<file path="config.mk">
export PLATFORM = sky130hd
export DESIGN_NAME = vbi_sliced_data_unit_packer
export DESIGN_NICKNAME = d
export VERILOG_FILES = /design/src/sv/vbipk_pkg.sv /design/src/sv/vbi_sliced_data_unit_packer.sv /design/src/sv/vbipk_ctrl.sv /design/src/sv/vbipk_dp.sv
export SDC_FILE = /design/constraint.sdc
export NUM_CORES = 1
export LEC_CHECK = 0
export BUFFER_PORTS_ARGS = -buffer_cell sky130_fd_sc_hd__buf_4
export CORE_ASPECT_RATIO = 1.25
export CORE_MARGIN = 4
export CORE_UTILIZATION = 45
export CTS_BUF_LIST = sky130_fd_sc_hd__clkbuf_2 sky130_fd_sc_hd__clkbuf_4 sky130_fd_sc_hd__clkbuf_8
export CTS_CLUSTER_SIZE = 40
export DETAILED_ROUTE_END_ITERATION = 8
export GPL_ROUTABILITY_DRIVEN = 0
export PLACE_DENSITY_LB_ADDON = 0.3
export SYNTH_ARGS = -nofsm -noshare
export SYNTH_HDL_FRONTEND = slang
export SYNTH_SLANG_ARGS = --single-unit
export TNS_END_PERCENT = 20
</file>
<file path="constraint.sdc">
create_clock -name clk -period 16 [get_ports clk]
set_input_delay 3.2 -clock clk [delete_from_list [all_inputs] [get_ports clk]]
set_output_delay 3.2 -clock clk [all_outputs]
set_load 0.01 [all_outputs]
</file>
<file path="src/sv/vbipk_pkg.sv">
// Shared types, constants and a helper function of the VBI sliced data unit packer.
// No dependencies; every other file of the block imports this package.
package vbipk_pkg;

    // Configuration register indexes
    localparam logic [1:0] REG_DATA_ID = 2'd0;
    localparam logic [1:0] REG_SVC_EN  = 2'd1;
    localparam logic [1:0] REG_PKT_LEN = 2'd2;

    // Reset values of the configuration registers
    localparam logic [7:0]  DATA_ID_RESET = 8'h10;
    localparam logic [6:0]  SVC_EN_RESET  = 7'h7F;
    localparam logic [15:0] PKT_LEN_RESET = 16'd184;

    // Service kind codes; the last code has no service behind it
    localparam logic [2:0] KIND_TTX    = 3'd0;
    localparam logic [2:0] KIND_VPS    = 3'd1;
    localparam logic [2:0] KIND_VPS_F2 = 3'd2;
    localparam logic [2:0] KIND_WSS    = 3'd3;
    localparam logic [2:0] KIND_CC625  = 3'd4;
    localparam logic [2:0] KIND_CC525  = 3'd5;
    localparam logic [2:0] KIND_CPR    = 3'd6;
    localparam logic [2:0] KIND_NONE   = 3'd7;

    // Data unit ids
    localparam logic [7:0] UID_TTX   = 8'h02;
    localparam logic [7:0] UID_VPS   = 8'hC3;
    localparam logic [7:0] UID_WSS   = 8'hC4;
    localparam logic [7:0] UID_CC625 = 8'hC5;
    localparam logic [7:0] UID_CC525 = 8'hB5;
    localparam logic [7:0] UID_CPR   = 8'hB4;

    // Result status codes
    localparam logic [2:0] ST_PACKED   = 3'd0;
    localparam logic [2:0] ST_DISABLED = 3'd1;
    localparam logic [2:0] ST_RANGE    = 3'd2;
    localparam logic [2:0] ST_VPS_AMB  = 3'd3;
    localparam logic [2:0] ST_FULL     = 3'd4;
    localparam logic [2:0] ST_UNSORTED = 3'd5;
    localparam logic [2:0] ST_FLUSHED  = 3'd6;

    // Unit geometry and framing constants
    localparam logic [5:0] LEN_TTX   = 6'd46;
    localparam logic [5:0] LEN_VPS   = 6'd16;
    localparam logic [5:0] LEN_SHORT = 6'd5;
    localparam logic [5:0] LEN_CPR   = 6'd6;
    localparam logic [5:0] LEN_FIXED = 6'd46;
    localparam logic [9:0] FIELD2_625 = 10'd313;
    localparam logic [9:0] FIELD2_525 = 10'd263;
    localparam logic [7:0] TTX_FRAMING = 8'hE4;
    localparam logic [7:0] STUFF_BYTE  = 8'hFF;
    localparam int         PAY_BYTES   = 42;

    // Input request: one sliced line or a flush
    typedef struct packed {
        logic        mode;
        logic [2:0]  service_kind;
        logic [9:0]  line_number;
        logic [55:0] payload_0;
        logic [55:0] payload_1;
        logic [55:0] payload_2;
        logic [55:0] payload_3;
        logic [55:0] payload_4;
        logic [55:0] payload_5;
    } in_req_t;

    // Output request: one packet byte, one stuffing run or one skip notice
    typedef struct packed {
        logic        has_byte;
        logic [7:0]  out_byte;
        logic [15:0] stuffing_run;
        logic [2:0]  status;
        logic        packet_end;
        logic        last;
    } out_req_t;

    // Commands from the controller to the datapath
    typedef struct packed {
        logic capture;
        logic eval;
        logic load;
    } vbipk_cmd_t;

    // Status from the datapath to the controller
    typedef struct packed {
        logic out_free;
        logic res_last;
    } vbipk_stat_t;

    // Reverse the bit order of one byte
    function automatic logic [7:0] rev8(input logic [7:0] v);
        logic [7:0] r;
        for (int k = 0; k < 8; k++) begin
            r[7 - k] = v[k];
        end
        return r;
    endfunction

endpackage

</file>
<file path="src/sv/vbi_sliced_data_unit_packer.sv">
// Top level of the VBI sliced data unit packer: controller plus datapath.
// Depends on vbipk_pkg, vbipk_ctrl and vbipk_dp.

// Each request carries one sliced VBI line (or a flush) and yields one data
// unit emitted one byte per output request, or a single stuffing or skip
// notice. An item is captured, then evaluated, then its results are loaded
// into the single output register one per cycle while the output is not
// stalled: one result for a skipped line, stuffing run or flush, and up to 46
// for a 46-byte unit. A new item is taken once the last result of the
// previous one has entered the output register. Configuration writes are
// taken only between items.
module vbi_sliced_data_unit_packer
    import vbipk_pkg::*;
(
    input  logic        clk,
    input  logic        rst_n,
    input  logic        in_valid,
    output logic        in_stall,
    input  in_req_t     in_data,
    output logic        out_valid,
    input  logic        out_stall,
    output out_req_t    out_data,
    input  logic        cfg_valid,
    output logic        cfg_ready,
    input  logic [1:0]  cfg_index,
    input  logic [15:0] cfg_data
);

    vbipk_cmd_t  cmd;
    vbipk_stat_t stat;

    // Sequencing
    vbipk_ctrl u_ctrl
    (
        .clk       (clk),
        .rst_n     (rst_n),
        .in_valid  (in_valid),
        .in_stall  (in_stall),
        .cfg_ready (cfg_ready),
        .cmd       (cmd),
        .stat      (stat)
    );

    // Checks, unit assembly and output stage
    vbipk_dp u_dp
    (
        .clk       (clk),
        .rst_n     (rst_n),
        .in_data   (in_data),
        .cfg_write (cfg_valid && cfg_ready),
        .cfg_index (cfg_index),
        .cfg_data  (cfg_data),
        .cmd       (cmd),
        .stat      (stat),
        .out_valid (out_valid),
        .out_stall (out_stall),
        .out_data  (out_data)
    );

endmodule

</file>
<file path="src/sv/vbipk_ctrl.sv">
// Controller of the VBI sliced data unit packer: capture, evaluate, emit sequence.
// Depends on vbipk_pkg for the command and status structs.
module vbipk_ctrl
    import vbipk_pkg::*;
(
    input  logic        clk,
    input  logic        rst_n,
    input  logic        in_valid,
    output logic        in_stall,
    output logic        cfg_ready,
    output vbipk_cmd_t  cmd,
    input  vbipk_stat_t stat
);

    localparam logic [1:0] S_IDLE = 2'd0;
    localparam logic [1:0] S_EVAL = 2'd1;
    localparam logic [1:0] S_EMIT = 2'd2;

    logic [1:0] state_reg;
    logic [1:0] state_next;

    // Handshake and command decode
    always_comb
    begin
        in_stall    = (state_reg != S_IDLE);
        cfg_ready   = (state_reg == S_IDLE);
        cmd.capture = (state_reg == S_IDLE) && in_valid;
        cmd.eval    = (state_reg == S_EVAL);
        cmd.load    = (state_reg == S_EMIT) && stat.out_free;
    end

    // Next state
    always_comb
    begin
        state_next = state_reg;
        unique case (state_reg)
            S_IDLE:
            begin
                if (in_valid)
                begin
                    state_next = S_EVAL;
                end
            end
            S_EVAL:
            begin
                state_next = S_EMIT;
            end
            S_EMIT:
            begin
                if (stat.out_free && stat.res_last)
                begin
                    state_next = S_IDLE;
                end
            end
            default:
            begin
                state_next = S_IDLE;
            end
        endcase
    end

    // State register
    always_ff @(posedge clk or negedge rst_n)
    begin
        if (!rst_n)
        begin
            state_reg <= S_IDLE;
        end
        else
        begin
            state_reg <= state_next;
        end
    end

endmodule

</file>
<file path="src/sv/vbipk_dp.sv">
// Datapath of the VBI sliced data unit packer: registers, line checks, unit bytes, output stage.
// Depends on vbipk_pkg for types, constants and the bit reversal function.
module vbipk_dp
    import vbipk_pkg::*;
(
    input  logic        clk,
    input  logic        rst_n,
    input  in_req_t     in_data,
    input  logic        cfg_write,
    input  logic [1:0]  cfg_index,
    input  logic [15:0] cfg_data,
    input  vbipk_cmd_t  cmd,
    output vbipk_stat_t stat,
    output logic        out_valid,
    input  logic        out_stall,
    output out_req_t    out_data
);

    // Configuration and persistent state
    logic [7:0]  data_id_reg;
    logic [6:0]  svc_en_reg;
    logic [15:0] pkt_len_reg;
    logic [15:0] bytes_left_reg;
    logic [9:0]  prev_line_reg;

    // Captured request and evaluation results
    in_req_t     item_reg;
    logic        single_reg;
    logic        stuff_reg;
    logic [2:0]  status_reg;
    logic [15:0] run_reg;
    logic [5:0]  len_reg;
    logic [5:0]  nat_reg;
    logic [7:0]  lofp_reg;
    logic        pend_reg;
    logic [5:0]  idx_reg;

    // Output stage
    logic        out_valid_reg;
    out_req_t    out_data_reg;

    // Evaluation signals
    logic [15:0] psize;
    logic [2:0]  kind;
    logic [9:0]  line;
    logic        fixed_len;
    logic [5:0]  nat_len;
    logic [5:0]  unit_len;
    logic [9:0]  f2;
    logic [9:0]  f2_diff;
    logic        in_f1;
    logic        in_f2;
    logic        enabled;
    logic [15:0] left_after;

    // Emission signals
    logic [335:0] pay_flat;
    logic [5:0]   pay_idx;
    logic [7:0]   pay_byte;
    logic [7:0]   unit_byte;
    logic         res_last;
    out_req_t     res;

    // Decode of the captured line
    always_comb
    begin
        psize     = (pkt_len_reg == 16'd0) ? 16'd1 : pkt_len_reg;
        kind      = item_reg.service_kind;
        line      = item_reg.line_number;
        fixed_len = (data_id_reg[7:4] == 4'h1);
        case (kind)
            KIND_TTX:               nat_len = LEN_TTX;
            KIND_VPS, KIND_VPS_F2:  nat_len = LEN_VPS;
            KIND_CPR:               nat_len = LEN_CPR;
            default:                nat_len = LEN_SHORT;
        endcase
        unit_len   = fixed_len ? LEN_FIXED : nat_len;
        f2         = (kind == KIND_CC525 || kind == KIND_CPR) ? FIELD2_525 : FIELD2_625;
        f2_diff    = line - f2;
        in_f1      = (line < 10'd32);
        in_f2      = (line >= f2) && (f2_diff[9:5] == 5'd0);
        enabled    = (kind != KIND_NONE) && svc_en_reg[kind];
        left_after = bytes_left_reg - {10'd0, unit_len};
    end

    // Configuration writes, state and evaluation
    always_ff @(posedge clk or negedge rst_n)
    begin
        if (!rst_n)
        begin
            data_id_reg    <= DATA_ID_RESET;
            svc_en_reg     <= SVC_EN_RESET;
            pkt_len_reg    <= PKT_LEN_RESET;
            bytes_left_reg <= PKT_LEN_RESET;
            prev_line_reg  <= 10'd0;
        end
        else
        begin
            if (cfg_write)
            begin
                unique case (cfg_index)
                    REG_DATA_ID: data_id_reg <= cfg_data[7:0];
                    REG_SVC_EN:  svc_en_reg  <= cfg_data[6:0];
                    REG_PKT_LEN: pkt_len_reg <= cfg_data;
                    default:     ;
                endcase
            end
            if (cmd.eval)
            begin
                if (item_reg.mode)
                begin
                    prev_line_reg  <= 10'd0;
                    bytes_left_reg <= psize;
                end
                else if (line == 10'd0 || line >= prev_line_reg)
                begin
                    if (line != 10'd0)
                    begin
                        prev_line_reg <= line;
                    end
                    if (enabled)
                    begin
                        if ({10'd0, unit_len} > bytes_left_reg)
                        begin
                            bytes_left_reg <= psize;
                        end
                        else if ((in_f1 || in_f2) && !(kind == KIND_VPS_F2 && in_f1))
                        begin
                            bytes_left_reg <= (left_after == 16'd0) ? psize : left_after;
                        end
                    end
                end
            end
        end
    end

    // Captured request and per-item results; payload registers need no reset
    always_ff @(posedge clk)
    begin
        if (cmd.capture)
        begin
            item_reg <= in_data;
        end
        if (cmd.eval)
        begin
            run_reg    <= bytes_left_reg;
            len_reg    <= unit_len;
            nat_reg    <= nat_len;
            lofp_reg   <= in_f1 ? (8'hE0 + {3'd0, line[4:0]})
                                : (8'hC0 + {3'd0, f2_diff[4:0]});
            pend_reg   <= (left_after == 16'd0);
            idx_reg    <= 6'd0;
            if (item_reg.mode)
            begin
                single_reg <= 1'b1;
                stuff_reg  <= 1'b1;
                status_reg <= ST_FLUSHED;
            end
            else if (line != 10'd0 && line < prev_line_reg)
            begin
                single_reg <= 1'b1;
                stuff_reg  <= 1'b0;
                status_reg <= ST_UNSORTED;
            end
            else if (!enabled)
            begin
                single_reg <= 1'b1;
                stuff_reg  <= 1'b0;
                status_reg <= ST_DISABLED;
            end
            else if ({10'd0, unit_len} > bytes_left_reg)
            begin
                single_reg <= 1'b1;
                stuff_reg  <= 1'b1;
                status_reg <= ST_FULL;
            end
            else if (!(in_f1 || in_f2))
            begin
                single_reg <= 1'b1;
                stuff_reg  <= 1'b0;
                status_reg <= ST_RANGE;
            end
            else if (kind == KIND_VPS_F2 && in_f1)
            begin
                single_reg <= 1'b1;
                stuff_reg  <= 1'b0;
                status_reg <= ST_VPS_AMB;
            end
            else
            begin
                single_reg <= 1'b0;
                stuff_reg  <= 1'b0;
                status_reg <= ST_PACKED;
            end
        end
        else if (cmd.load)
        begin
            idx_reg <= idx_reg + 6'd1;
        end
    end

    // Unit byte at the current index
    always_comb
    begin
        pay_flat = {item_reg.payload_5, item_reg.payload_4, item_reg.payload_3,
                    item_reg.payload_2, item_reg.payload_1, item_reg.payload_0};
        pay_idx  = (kind == KIND_TTX) ? (idx_reg - 6'd4) : (idx_reg - 6'd3);
        pay_byte = (pay_idx < 6'(PAY_BYTES)) ? rev8(pay_flat[{pay_idx, 3'b000} +: 8]) : 8'd0;
        if (idx_reg >= nat_reg)
        begin
            unit_byte = STUFF_BYTE;
        end
        else if (idx_reg == 6'd0)
        begin
            case (kind)
                KIND_TTX:               unit_byte = UID_TTX;
                KIND_VPS, KIND_VPS_F2:  unit_byte = UID_VPS;
                KIND_WSS:               unit_byte = UID_WSS;
                KIND_CC625:             unit_byte = UID_CC625;
                KIND_CC525:             unit_byte = UID_CC525;
                default:                unit_byte = UID_CPR;
            endcase
        end
        else if (idx_reg == 6'd1)
        begin
            unit_byte = {2'd0, nat_reg - 6'd2};
        end
        else if (idx_reg == 6'd2)
        begin
            unit_byte = lofp_reg;
        end
        else if (kind == KIND_TTX && idx_reg == 6'd3)
        begin
            unit_byte = TTX_FRAMING;
        end
        else if (kind == KIND_WSS && idx_reg == 6'd4)
        begin
            unit_byte = pay_byte | 8'h03;
        end
        else if (kind == KIND_CPR && idx_reg == 6'd5)
        begin
            unit_byte = pay_byte | 8'h0F;
        end
        else
        begin
            unit_byte = pay_byte;
        end
    end

    // Result assembly
    always_comb
    begin
        res_last = single_reg || (idx_reg == len_reg - 6'd1);
        if (single_reg)
        begin
            res.has_byte     = stuff_reg;
            res.out_byte     = stuff_reg ? STUFF_BYTE : 8'd0;
            res.stuffing_run = stuff_reg ? run_reg : 16'd0;
            res.packet_end   = stuff_reg;
        end
        else
        begin
            res.has_byte     = 1'b1;
            res.out_byte     = unit_byte;
            res.stuffing_run = 16'd0;
            res.packet_end   = res_last && pend_reg;
        end
        res.status = status_reg;
        res.last   = res_last;
        stat.out_free = !out_valid_reg || !out_stall;
        stat.res_last = res_last;
    end

    // Output register
    always_ff @(posedge clk or negedge rst_n)
    begin
        if (!rst_n)
        begin
            out_valid_reg <= 1'b0;
        end
        else if (cmd.load)
        begin
            out_valid_reg <= 1'b1;
        end
        else if (!out_stall)
        begin
            out_valid_reg <= 1'b0;
        end
    end

    always_ff @(posedge clk)
    begin
        if (cmd.load)
        begin
            out_data_reg <= res;
        end
    end

    assign out_valid = out_valid_reg;
    assign out_data  = out_data_reg;

endmodule

</file>
* Word-level counts from Yosys, hierarchy flattened
Index checks and enable logic that the tools add are counted.
** Storage, ports and cells
- Bits in registers :: 488
- Input bits :: 373
- Word-level logic and storage cells :: 162
** Operators by class
- Add/subtract/negate cells :: 9
- Magnitude comparators :: 8
- Equal/unequal tests :: 21
- Shift-type cells :: 1
- Muxes and demuxes :: 44
- Bitwise gates (word level) :: 2
- Reduce and logical (&&, ||, !) cells :: 45
** Operator list (count)
- $shiftx 336x10->8 :: 1
- $mux 16 :: 8
- $mux 8 :: 8
- $pmux 8 s5 :: 1
- $logic_not 16->1 :: 2
- $mux 10 :: 3
- $mux 24 :: 1
- $ge 10x10->1 :: 2
- $mux 6 :: 3
- $pmux 6 s3 :: 1
- $gt 6x16->1 :: 1
- $sub 16x6->16 :: 1
- $logic_and 1x1->1 :: 13
- $eq 6x2->1 const B :: 2
- $eq 6x3->1 const B :: 2
- $sub 6x2->6 const B :: 2
- $logic_not 10->1 :: 1
- $lt 10x10->1 :: 1
- $lt 10x6->1 const B :: 1
- $reduce_and 2->1 :: 5
- $reduce_bool 10->1 :: 1
- $sub 10x10->10 :: 1
- $eq 3x3->1 const B :: 3
- $mux 3 :: 3
- other kinds (36) :: 63

* Longest topological paths before layout
- Word-level depth :: 13
- Depth in mapped cells :: 20

* Cells and area by module
From an unflattened synthesis, not the netlist that was laid out.
** Second synthesis, totals
- Cells, all modules :: 1525
- Area total of the unflattened synthesis :: 20946.3 um^2
** By module, submodules not included
- vbipk_dp :: instances 1, cells each 1513, area an instance 20837.5 um^2, seq. area each 14043.5 um^2
- vbipk_ctrl :: instances 1, cells each 11, area an instance 102.6 um^2, seq. area each 50.0 um^2
- vbi_sliced_data_unit_packer :: instances 1, cells each 1, area an instance 6.3 um^2, seq. area each 0.0 um^2

* Worst setup path before layout
OpenSTA, ideal clock, no wires.
- Path kind :: input-to-reg
- Start point :: input port in_valid
- End point :: register u_dp.item_reg[0] (netlist bit) (enable)
- Arrival :: 11081 ps
- Data required time :: 15245 ps
- Path slack :: 4164 ps
- Stages :: 1
- Cells stage by stage :: and2_1
** On the way
- Cells in the longest elaborated chain, start to end :: 1
** RTL lines
- start: declaration :: RTL line vbi_sliced_data_unit_packer.sv:17 : input logic in_valid,
- $logic_and 1x1->1 :: RTL line vbipk_ctrl.sv:27 : cmd.capture = (state_reg == S_IDLE) && in_valid;
- end signal: assignment :: RTL line vbipk_dp.sv:142 : item_reg <= in_data;
- end: declaration :: RTL line vbipk_dp.sv:27 : in_req_t item_reg;
No other way between the ends.
A chain may end at the register's enable or synchronous reset.

* Worst setup path in the final report
- Start point :: register u_dp.item_reg (netlist bit u_dp.kind[0])
- End point :: register u_dp.bytes_left_reg[0]
** On the way
- Cells in the longest elaborated chain, start to end :: 12
- Elaborated cells on any way between the ends :: 34
- Classes of those cells :: add/sub: 2; order compare: 2; eq/ne: 5; mux: 11; reduce/logical: 14
** RTL lines
- $eq 3x1->1 or $eq 3x2->1 (tied branches) :: RTL line vbipk_dp.sv:71 : case (kind)
- $reduce_or 2->1 :: RTL line vbipk_dp.sv:71
- $pmux 6 s3 * :: RTL line vbipk_dp.sv:71
- $mux 6 * :: RTL line vbipk_dp.sv:77 : unit_len = fixed_len ? LEN_FIXED : nat_len;
- via u_dp.unit_len[1] :: RTL line vbipk_dp.sv:48 : logic [5:0] unit_len;
- $sub 16x6->16 :: RTL line vbipk_dp.sv:83 : left_after = bytes_left_reg - {10'd0, unit_len};
- $logic_not 16->1 :: RTL line vbipk_dp.sv:129 : bytes_left_reg <= (left_after == 16'd0) ? psize : left_after;
- $mux 16 :: RTL line vbipk_dp.sv:129
- $mux 16 :: RTL line vbipk_dp.sv:127 : else if ((in_f1 || in_f2) && !(kind == KIND_VPS_F2 && in_f1))
- $mux 16 :: RTL line vbipk_dp.sv:123 : if ({10'd0, unit_len} > bytes_left_reg)
- $mux 16 :: RTL line vbipk_dp.sv:121 : if (enabled)
- $mux 16 :: RTL line vbipk_dp.sv:115 : else if (line == 10'd0 || line >= prev_line_reg)
- $mux 16 :: RTL line vbipk_dp.sv:110 : if (item_reg.mode)
- end signal: assignment :: RTL line vbipk_dp.sv:113 : bytes_left_reg <= psize;
- end signal: assignment :: RTL line vbipk_dp.sv:125 : bytes_left_reg <= psize;
- end signal: assignment :: RTL line vbipk_dp.sv:129
- end: declaration :: RTL line vbipk_dp.sv:23 : logic [15:0] bytes_left_reg;
Mark *: on every way through the listed nets, which the timed path passes. The rest lies on a longest branch. The select of a mux whose other input is x is not followed.

==> results.md <==
Timing:
- The count of pins over their slew limit is 0.
- The relative slew slack is 14.1%.
- The slew of the pin with the lowest slew margin is 1280 ps.
- The clock period minus worst slack is 5630 ps.
- Setup repair after global routing left no endpoint under its margin.
- Timing would allow up to around 0.18 GHz.
- The number of failing hold endpoints at the final stage came to 0.
- The final worst clock skew is between 20 and 30 ps.
- The number of endpoints failing setup at the final stage is 0.
- In the post-route analysis, the smallest setup slack over all paths is ~10000 ps.
- For the final routed database, the setup TNS stands at 0 ps.
- The portion of the clock cycle consumed by the worst path in the final layout is 35.2%.

Clock tree:
- The clock edge transition at the registers on the reported setup and hold paths is 60 ps.
- The TritonCTS clock tree is built.
- Buffers inserted to repair hold after CTS numbered 0.
- The count of instances resized after the clock tree is built is 0.
- The H-tree was split into 3 levels.
- The post-CTS setup buffer count is 0.
- The clock sink total is 480.
- The source-to-sink clock delay at the later pin of the worst-skew pair is around 660 ps.
- No sink is reached through more buffers than the 3 on the longest clock path.
- The buffer type at the clock tree root is sky130_fd_sc_hd__clkbuf_8.
- The number of buffers created by CTS is 78.

Run status:
- The run finished with clean final reports.

Placed design:
- The total half-perimeter wirelength after legalization and detailed placement is 45.7 mm.
- OpenSTA, run right after detailed placement, puts the worst setup slack at 10470 ps.
- The count of buffers added on input and output ports is 405.

Floorplan:
- Pin placement for this block handled 406 I/O pins.
- Measured along the x axis, the die boundary spans between 200 and 250 µm.
- The die height is ~250 µm.
- The die covers 0.0503 mm².
- The standard cell core area is approximately 0.046 mm².
- The starting density of the core is between 40% and 50%.
- The placement row count is 88.

Synthesis:
- For this run, the number of Yosys warnings is 0.
- After synthesis, the mean cell area works out to 13.9 µm².
- After synthesis the cells add up to 0.0210 mm².
- The number of enable flip-flop cells after synthesis is 418.
- The number of nets produced by synthesis is 1929.
- Synthesis inferred 480 register bits.
- Counting flops with an async set or reset pin after synthesis yields a share of 11.7%.
- Among all flip-flop cells after synthesis, the most frequent one is sky130_fd_sc_hd__edfxtp_1.
- The number of instances in the synthesized netlist is approximately 1500.
- The sequential area share after synthesis is between 60% and 70%.
- The number of distinct library cell variants in the gate-level netlist after synthesis is about 80.

Drt:
- The via density per instance is approximately 5.7.
- For this run, design rule violations remaining after detail routing come to 0.
- Once detail routing completed, the nets flagged for antenna violations numbered 0.
- The count of TritonRoute iterations in the first routing pass is 7.
- Summed over all layers, the routed wires come to 63.0 mm.
- The routed length per instance is between 20 and 25 µm.
- The vias after detailed routing is 14900.
- The detailed router finished its first iteration with 1179 violations.

Worst setup path:
- The kind of end point of the critical path is a flop.
- The data required time at the worst endpoint is around 17000 ps.
- The worst setup path is launched from a flop.
- The endpoint arrival time on the critical path is 6190 ps.
- For this run, the slowest stage of the critical path takes 800 ps.
- The highest fanout seen on the critical path is 30.
- The category of the critical setup timing path is reg -> reg.
- Walking the worst path, the cells encountered are or3_1, inv_2, nor2_1, and2_1, inv_1, fa_1, nor2b_4, o2111a_1, or4_4, a2111oi_2, nand4_1, o21ai_1, mux2_2, o21ai_0.
- The slowest stage of the critical path is the sky130_fd_sc_hd__o21ai_1 cell.

Layout:
- The flip-flop count of the largest register after layout is 337.
- Of the cells placed in the final design, the portion with a size suffix greater than 1 is 33.0%.
- The area growth from synthesis to final layout is 25.3%.
- The number of fill cells in the layout is 3728.
- The library cell used most frequently in the layout, excluding fill and tap cells, is sky130_fd_sc_hd__buf_4.
- At the end of the flow, the number of nets in the layout was 2359.
- Leaving out fill and tap cells, the most frequent cells in the layout are 421 x sky130_fd_sc_hd__buf_4, 418 x sky130_fd_sc_hd__edfxtp_1, 184 x sky130_fd_sc_hd__nand2_1.

GRT:
- The global-route wire length before repair is slightly above 90 mm.
- The number of antenna violations at the first check in global routing is 10.
- The number of global-route vias before repair is 15000.
- For this run, the total global-route usage over all layers was measured as 24.1%.
- The total congestion overflow after global routing is 0.
- Entering global routing, the biggest net connects just over 200 pins.

Power:
- The power density of the placed cells is 183 mW/mm².
- The total chip power is 0.00482 W.
- The total leakage power is 10.4 nW.
- The maximum vdd ir drop is about 140 µV.

Worst hold path:
- The worst hold path belongs to the class reg -> reg.

Job:
- The max-capacitance violation count is 0.
## cell type report
cell class              instances  area (µm²)  share of cell area (%)
diodes                          8        20.0                  0.0760
clock buffers                 100        1250                    4.75
clock inverters                39         405                    1.54
inverters                      40         150                   0.570
multi-input cells             925        6500                    24.7
flip-flops and latches        480       14100                    53.5
well taps                     585         732                    2.78
repair buffers                422        3180                    12.1
## final timing paths
kind                                                  startpoint                            endpoint  slack, ps  depth (start not counted)
worst max-delay path                      u_dp.kind[0]$_DFFE_PP_  u_dp.bytes_left_reg[0]$_DFFE_PN0P_      10370                         14
worst min-delay path            u_dp.status_reg[2]$_SDFFCE_PP1N_          u_dp.out_data[4]$_DFFE_PP_        450                          0
worst max register to register            u_dp.kind[0]$_DFFE_PP_  u_dp.bytes_left_reg[0]$_DFFE_PN0P_      10370                         14
worst min register to register  u_dp.status_reg[2]$_SDFFCE_PP1N_          u_dp.out_data[4]$_DFFE_PP_        450                          0
max in group asynchronous                                  rst_n   u_dp.prev_line_reg[3]$_DFFE_PN0P_      12890                          1
min in group asynchronous                                  rst_n     u_dp.data_id_reg[7]$_DFFE_PN0P_       2610                          1
## per-layer routing
metal / up-vias / global-route usage [%] / wire length [µm]
li1: 6672 / - / -
met1: 7471 / 28.6 / 23300
met2: 642 / 42.2 / 32600
met3: 118 / 5.38 / 4740
met4: 4 / 10.6 / 2340
met5: - / 0 / 21
## power by group
group          leakage, nW  switching (W)  internal [W]
Sequential            4.64       0.000156       0.00177
Combinational         4.85        0.00110      0.000657
Clock                0.867       0.000494      0.000646
Total                 10.4        0.00175       0.00308
## logic make-up (layout without fill, tap and decap cells)
family / after synthesis / in the layout / synth area share (%)
DFF: 480 / 480 / 67.0
adders and majority gates: 39 / 39 / 2.39
xor gates and xnor gates: 33 / 33 / 1.46
AOI/OAI and AO/OA: 249 / 249 / 7.66
other: 0 / 8 / 0
muxes: 136 / 136 / 8.64
and+or+nand+nor: 468 / 468 / 10.6
buffers and inverters: 112 / 601 / 2.25
## critical path, delay by kind of cell, from the launching register on
family | cells | cell delay (ps)
flops | 1 | 570
fa+ha+maj | 1 | 270
simple gates | 6 | 1960
mux | 1 | 420
compound gates | 4 | 1560
buf+inv | 2 | 730
## metrics by stage
stage | std cells | hold WS, ps | instance area (µm²) | utilization (%)
6_report | 2599 | 451 | 26300 | 57.1
5_1_grt | 2599 | 451 | 26300 | 57.1
4_1_cts | 2591 | 445 | 26300 | 57.0
3_5_place_dp | 2452 | 413 | 24700 | 53.5
3_3_place_gp | 2452 | 442 | 24700 | 53.5
2_1_floorplan | 1517 | 400 | 21000 | -
## Yosys cell counts, types with 19 or more instances
cell,instances,share of area (%)
sky130_fd_sc_hd__a211oi_1,20,0.71
sky130_fd_sc_hd__edfxtp_1,418,60
sky130_fd_sc_hd__a21oi_1,71,1.7
sky130_fd_sc_hd__dfrtp_1,40,4.8
sky130_fd_sc_hd__nand2_1,184,3.3
sky130_fd_sc_hd__mux2_2,32,1.7
sky130_fd_sc_hd__clkbuf_1,32,0.57
sky130_fd_sc_hd__and3_1,20,0.60
sky130_fd_sc_hd__inv_1,38,0.68
sky130_fd_sc_hd__buf_2,24,0.57
sky130_fd_sc_hd__nor2_1,70,1.2
sky130_fd_sc_hd__o21ai_0,49,1.2
sky130_fd_sc_hd__nand3_1,68,1.6
sky130_fd_sc_hd__mux4_2,32,3.4
sky130_fd_sc_hd__xnor2_1,19,0.79
sky130_fd_sc_hd__mux2i_1,69,3.3
sky130_fd_sc_hd__nor3_1,28,0.67
sky130_fd_sc_hd__ha_1,37,2.2
Power figures use the tool's default switching activity.
